## config.mk

```make
export PLATFORM = sky130hd
export DESIGN_NAME = satag_update
export DESIGN_NICKNAME = d
export VERILOG_FILES = /design/src/satag_pkg.sv /design/src/satag_update.sv
export SDC_FILE = /design/constraint.sdc
export NUM_CORES = 1
export LEC_CHECK = 0
export BUFFER_PORTS_ARGS = -buffer_cell sky130_fd_sc_hd__buf_2
export CAP_MARGIN = 5
export CORE_AREA = 2 2 162 164
export DETAILED_ROUTE_END_ITERATION = 7
export DIE_AREA = 0 0 164 166
export PLACE_DENSITY = 0.51
export SLEW_MARGIN = 15
export SYNTH_ARGS = -nofsm -noshare
export SYNTH_HDL_FRONTEND = slang
export SYNTH_SLANG_ARGS = --single-unit
```

## constraint.sdc

```tcl
create_clock -name vclk -period 19.42
set_clock_uncertainty 0.1 [all_clocks]
set_input_delay 5.826 -clock vclk [all_inputs]
set_output_delay 5.826 -clock vclk [all_outputs]
set_load 0.01 [all_outputs]
```

## src/satag_pkg.sv

```systemverilog
// Shared types and constants for the set-associative LRU tag store.
`default_nettype none
package satag_pkg;

   localparam int ADDR_W    = 32;
   localparam int LEN_W     = 8;
   localparam int WAY_OUT_W = 3;

   // Per-way status word; readable is implied by valid and is not stored.
   localparam int ST_W        = 3;
   localparam int ST_VALID    = 0;
   localparam int ST_WRITABLE = 1;
   localparam int ST_DIRTY    = 2;

   typedef struct packed {
      logic              mode;
      logic [ADDR_W-1:0] address;
      logic [LEN_W-1:0]  length;
   } req_type;

   typedef struct packed {
      logic                 hit;
      logic [WAY_OUT_W-1:0] way;
      logic                 evicted_valid;
      logic                 line_dirty;
      logic                 line_writable;
   } rsp_type;

endpackage
`default_nettype wire

```

## src/satag_update.sv

```systemverilog
// Tag match, LRU reorder and status update for one set row.
`default_nettype none
module satag_update #(
   parameter int WAYS  = 8,
   parameter int TAG_W = 18,
   parameter int WAY_W = 3,
   parameter int ROW_W = WAYS * (TAG_W + satag_pkg::ST_W + WAY_W)
) (
   input  wire logic [ROW_W-1:0] row_in,
   input  wire logic [TAG_W-1:0] tag,
   input  wire logic             is_write,
   input  wire logic             full_block,
   output logic      [ROW_W-1:0] row_out,
   output satag_pkg::rsp_type    rsp
);

   localparam int ST_W     = satag_pkg::ST_W;
   localparam int ST_BASE  = WAYS * TAG_W;
   localparam int ORD_BASE = ST_BASE + WAYS * ST_W;

   logic [TAG_W-1:0] tags  [WAYS];
   logic [ST_W-1:0]  stat  [WAYS];
   logic [WAY_W-1:0] ord   [WAYS];
   logic [TAG_W-1:0] tags_n[WAYS];
   logic [ST_W-1:0]  stat_n[WAYS];
   logic [WAY_W-1:0] ord_n [WAYS];
   logic [WAYS-1:0]  match;
   logic             hit;
   logic [WAY_W-1:0] hit_way;
   logic [WAY_W-1:0] way;
   logic [WAY_W-1:0] pos;
   logic [ST_W-1:0]  st_old;
   logic [ST_W-1:0]  st_new;

   always_comb begin
      for (int w = 0; w < WAYS; w++) begin
         tags[w]  = row_in[w*TAG_W +: TAG_W];
         stat[w]  = row_in[ST_BASE + w*ST_W +: ST_W];
         ord[w]   = row_in[ORD_BASE + w*WAY_W +: WAY_W];
         match[w] = stat[w][satag_pkg::ST_VALID] && (tags[w] == tag);
      end
   end

   // At most one valid way carries a given tag, so a plain encode suffices.
   always_comb begin
      hit_way = '0;
      for (int w = 0; w < WAYS; w++) begin
         if (match[w]) begin
            hit_way = WAY_W'(w);
         end
      end
   end

   assign hit = |match;
   assign way = hit ? hit_way : ord[WAYS-1];

   always_comb begin
      pos = '0;
      for (int p = 0; p < WAYS; p++) begin
         if (ord[p] == way) begin
            pos = WAY_W'(p);
         end
      end
   end

   // Move the way to the front, shift everything ahead of its old slot back.
   always_comb begin
      ord_n[0] = way;
      for (int p = 1; p < WAYS; p++) begin
         ord_n[p] = (WAY_W'(p) <= pos) ? ord[p-1] : ord[p];
      end
   end

   assign st_old = stat[way];

   always_comb begin
      st_new = st_old;
      if (hit) begin
         if (is_write) begin
            st_new[satag_pkg::ST_DIRTY] = 1'b1;
         end else if (full_block) begin
            st_new[satag_pkg::ST_WRITABLE] = 1'b0;
         end
      end else begin
         st_new[satag_pkg::ST_VALID]    = 1'b1;
         st_new[satag_pkg::ST_DIRTY]    = is_write;
         st_new[satag_pkg::ST_WRITABLE] = !is_write && !full_block;
      end
   end

   always_comb begin
      for (int w = 0; w < WAYS; w++) begin
         tags_n[w] = (!hit && (WAY_W'(w) == way)) ? tag : tags[w];
         stat_n[w] = (WAY_W'(w) == way) ? st_new : stat[w];
      end
   end

   always_comb begin
      row_out = '0;
      for (int w = 0; w < WAYS; w++) begin
         row_out[w*TAG_W +: TAG_W]              = tags_n[w];
         row_out[ST_BASE + w*ST_W +: ST_W]      = stat_n[w];
         row_out[ORD_BASE + w*WAY_W +: WAY_W]   = ord_n[w];
      end
   end

   always_comb begin
      rsp.hit           = hit;
      rsp.way           = satag_pkg::WAY_OUT_W'(way);
      rsp.evicted_valid = !hit && st_old[satag_pkg::ST_VALID];
      rsp.line_dirty    = st_new[satag_pkg::ST_DIRTY];
      rsp.line_writable = st_new[satag_pkg::ST_WRITABLE];
   end

endmodule
`default_nettype wire

```

==> impl_metrics.yaml <==
finish:
  stdcell_area_um2: 7870
  area_growth_pct: 35.7
  seqCellArea_um2: 0
  fin_nets: 1259
  final_cell_mix: "411 x buf_2, 149 x mux2_2, 82 x xnor2_1, 71 x xor2_1, 46 x nand4_1"
  drive_above_1_share: 0.572
  final_common_cell: "buf_2"
  n_clock_buffer: 0
  fin_util: 0.307
  nFlopsAndLatches: 0
critical_path:
  crit_family: "simple AND/OR/NAND/NOR gates"
  critPathBufInv: 3
  critPathCaptureType: "primary output"
  worstSetupStartpointType: "primary input"
  path_cells: "buf_2 > xnor2_1 > nand3_1 > nor3_1 > a211oi_1 > o211ai_1 > o211ai_4 > nand2_4 > inv_2 > or3_4 > or2_1 > mux2_4 > buf_2"
  cp.arrival_ns: 10.19
  crit_top_cell: "buf_2"
  critPathRequiredTime_ns: 13.49
  path_max_fanout: 18
  crit_type: "in2out"
  crit_path_max_incr_delay_ns: 0.74
  slowest_stage: "o211ai_1"
placement:
  gp_congestion: 0.878
  dpl_cell_area_um2: 7860
  portBuffers: 411
  dp_hpwl_um: 28000
global_route:
  overflow: 0
  grt_max_degree: 28
  grt_pass1_wl_um: 45800
  antenna_found_initial: 5
  grt_pass1_vias: 6789
  grt_usage: 0.223
route:
  route.detailed.drc: 0
  wl_per_cell_um: 23.4
  via_per_inst: 5.08
  first_iter_violations: 358
  drt-pass1-iter-count: 4
  drt_wl_total_um: 32400
  ant_nets: 0
  num_vias: 7018
power_and_ir_drop:
  netSwitchingPower_uw: 114
  power_uw: 202
  p_sw_frac: 0.568
  ir_drop_mv: 0.0106
  p_comb_frac: 1.000
  intPower_uw: 87.2
  powerDensity_nw_per_um2: 25.6
  pwr-share-seq: 0
  p_leak_uw: 0.00347
  clockPowerShare: 0
synthesis:
  synthDistinctLibCells: 79
  ys_warn_count: 0
  avgSynthCellArea_um2: 8.35
  synth_area_um2: 5800
  synthCells: 694
  seq_area_frac_synth: 0
  synthesis.nets: 906
job:
  maxCapViolations: 0
floorplan:
  ios: 411
  die_w_um: 164
  fp-row-count: 59
  die_y_um: 166
  start_util: 0.226
  core_um2: 25600
  dieArea_um2: 27200
timing:
  slew_viol_final: 0
  tightest_slew_ns: 1.17
  rsz0062_at_grt: "no"
  whs_ns: 11.87
  finalSetupViolations: 0
  achievable-frequency_mhz: 62.0
  fin_crit_sh: 0.830
  hold_viol_final: 0
  max_slew_margin: 0.214
  setup_tns_ns: 0
  layout_min_cycle_time_ns: 16.12
min_path:
  hp-class: "in2out"
clocking:
  postCtsSetupBuffers: 0
  hold_buffers: 0
  postCtsResizedCells: 0
run_status:
  status: "completed"
-- layer usage --
metal / global-route usage / vias to the layer above / part of all wire
met1: 0.300 / 3335 / 0.44
met5: 0 / - / 0.0012
met3: 0.0327 / 26 / 0.067
li1: - / 3307 / -
met2: 0.383 / 344 / 0.47
met4: 0.0290 / 6 / 0.016
-- worst min-delay path, stage by stage --
cell,delay (ns)
buf_2,0.09
nand2_1,0.04
o31ai_1,0.05
buf_2,0.13
-- metrics by stage --
step | setup slack [ns] | std cells
3_5_place_dp | 3.32 | 1380
3_3_place_gp | 3.28 | 1380
5_1_grt | 3.12 | 1380
2_1_floorplan | 4.81 | 694
6_report | 3.30 | 1382
4_1_cts | 3.31 | 1380
-- synthesized netlist by cell type (3+ instances only) --
library cell	number	share of area
buf_4	9	0.012
and4_1	4	0.0060
or4_1	6	0.0078
nor2_1	27	0.017
o22ai_1	4	0.0043
buf_6	13	0.025
or3_4	3	0.0058
mux2_4	10	0.026
o31ai_1	4	0.0052
xor2_1	71	0.11
nor4_1	17	0.018
nand3_1	22	0.019
nor4b_1	4	0.0060
nor3b_1	3	0.0039
mux2_1	10	0.019
mux2_2	149	0.29
o21ai_0	9	0.0078
and3_1	5	0.0054
a32oi_1	3	0.0045
nor3_1	9	0.0078
xnor2_1	82	0.12
o2111ai_1	10	0.015
nand2_4	3	0.0058
a21oi_1	6	0.0052
mux2i_1	18	0.031
inv_1	11	0.0071
nor2_4	3	0.0058
o221ai_1	4	0.0060
nand4_1	46	0.050
nand2b_1	8	0.0086
buf_2	34	0.029
nand2_1	29	0.019
-- cells by family (layout without fill, tap and decap cells) --
kind of cell    count (synthesis)  after routing  synth area share
compound gates                 71             71             0.100
xor+xnor                      153            153             0.231
buf+inv                        72            423            0.0786
mux                           187            187             0.366
other cells                     0              2                 0
simple gates                  211            211             0.224
-- worst paths after layout --
kind | startpoint | to | cells after the start
max | tag[2] | row_out[7] | 13
min | row_in[151] | row_out[151] | 4
-- power groups by stage --
stage / sequential, uW / combinational [uW] / clock (uW)
2_1_floorplan: 0 / 117 / 0
3_3_place_gp: 0 / 202 / 0
3_5_place_dp: 0 / 201 / 0
4_1_cts: 0 / 202 / 0
5_1_grt: 0 / 217 / 0
6_report: 0 / 202 / 0.0000138
-- final cells by class --
class                      instances  area (um2)
fill                            2825       17700
multi-input combinational        622        5340
timing repair buffer             411        2060
tap                              335         419
inverter                          12        45.0
antenna                            2        5.00
(Power assumes the default switching activity.)
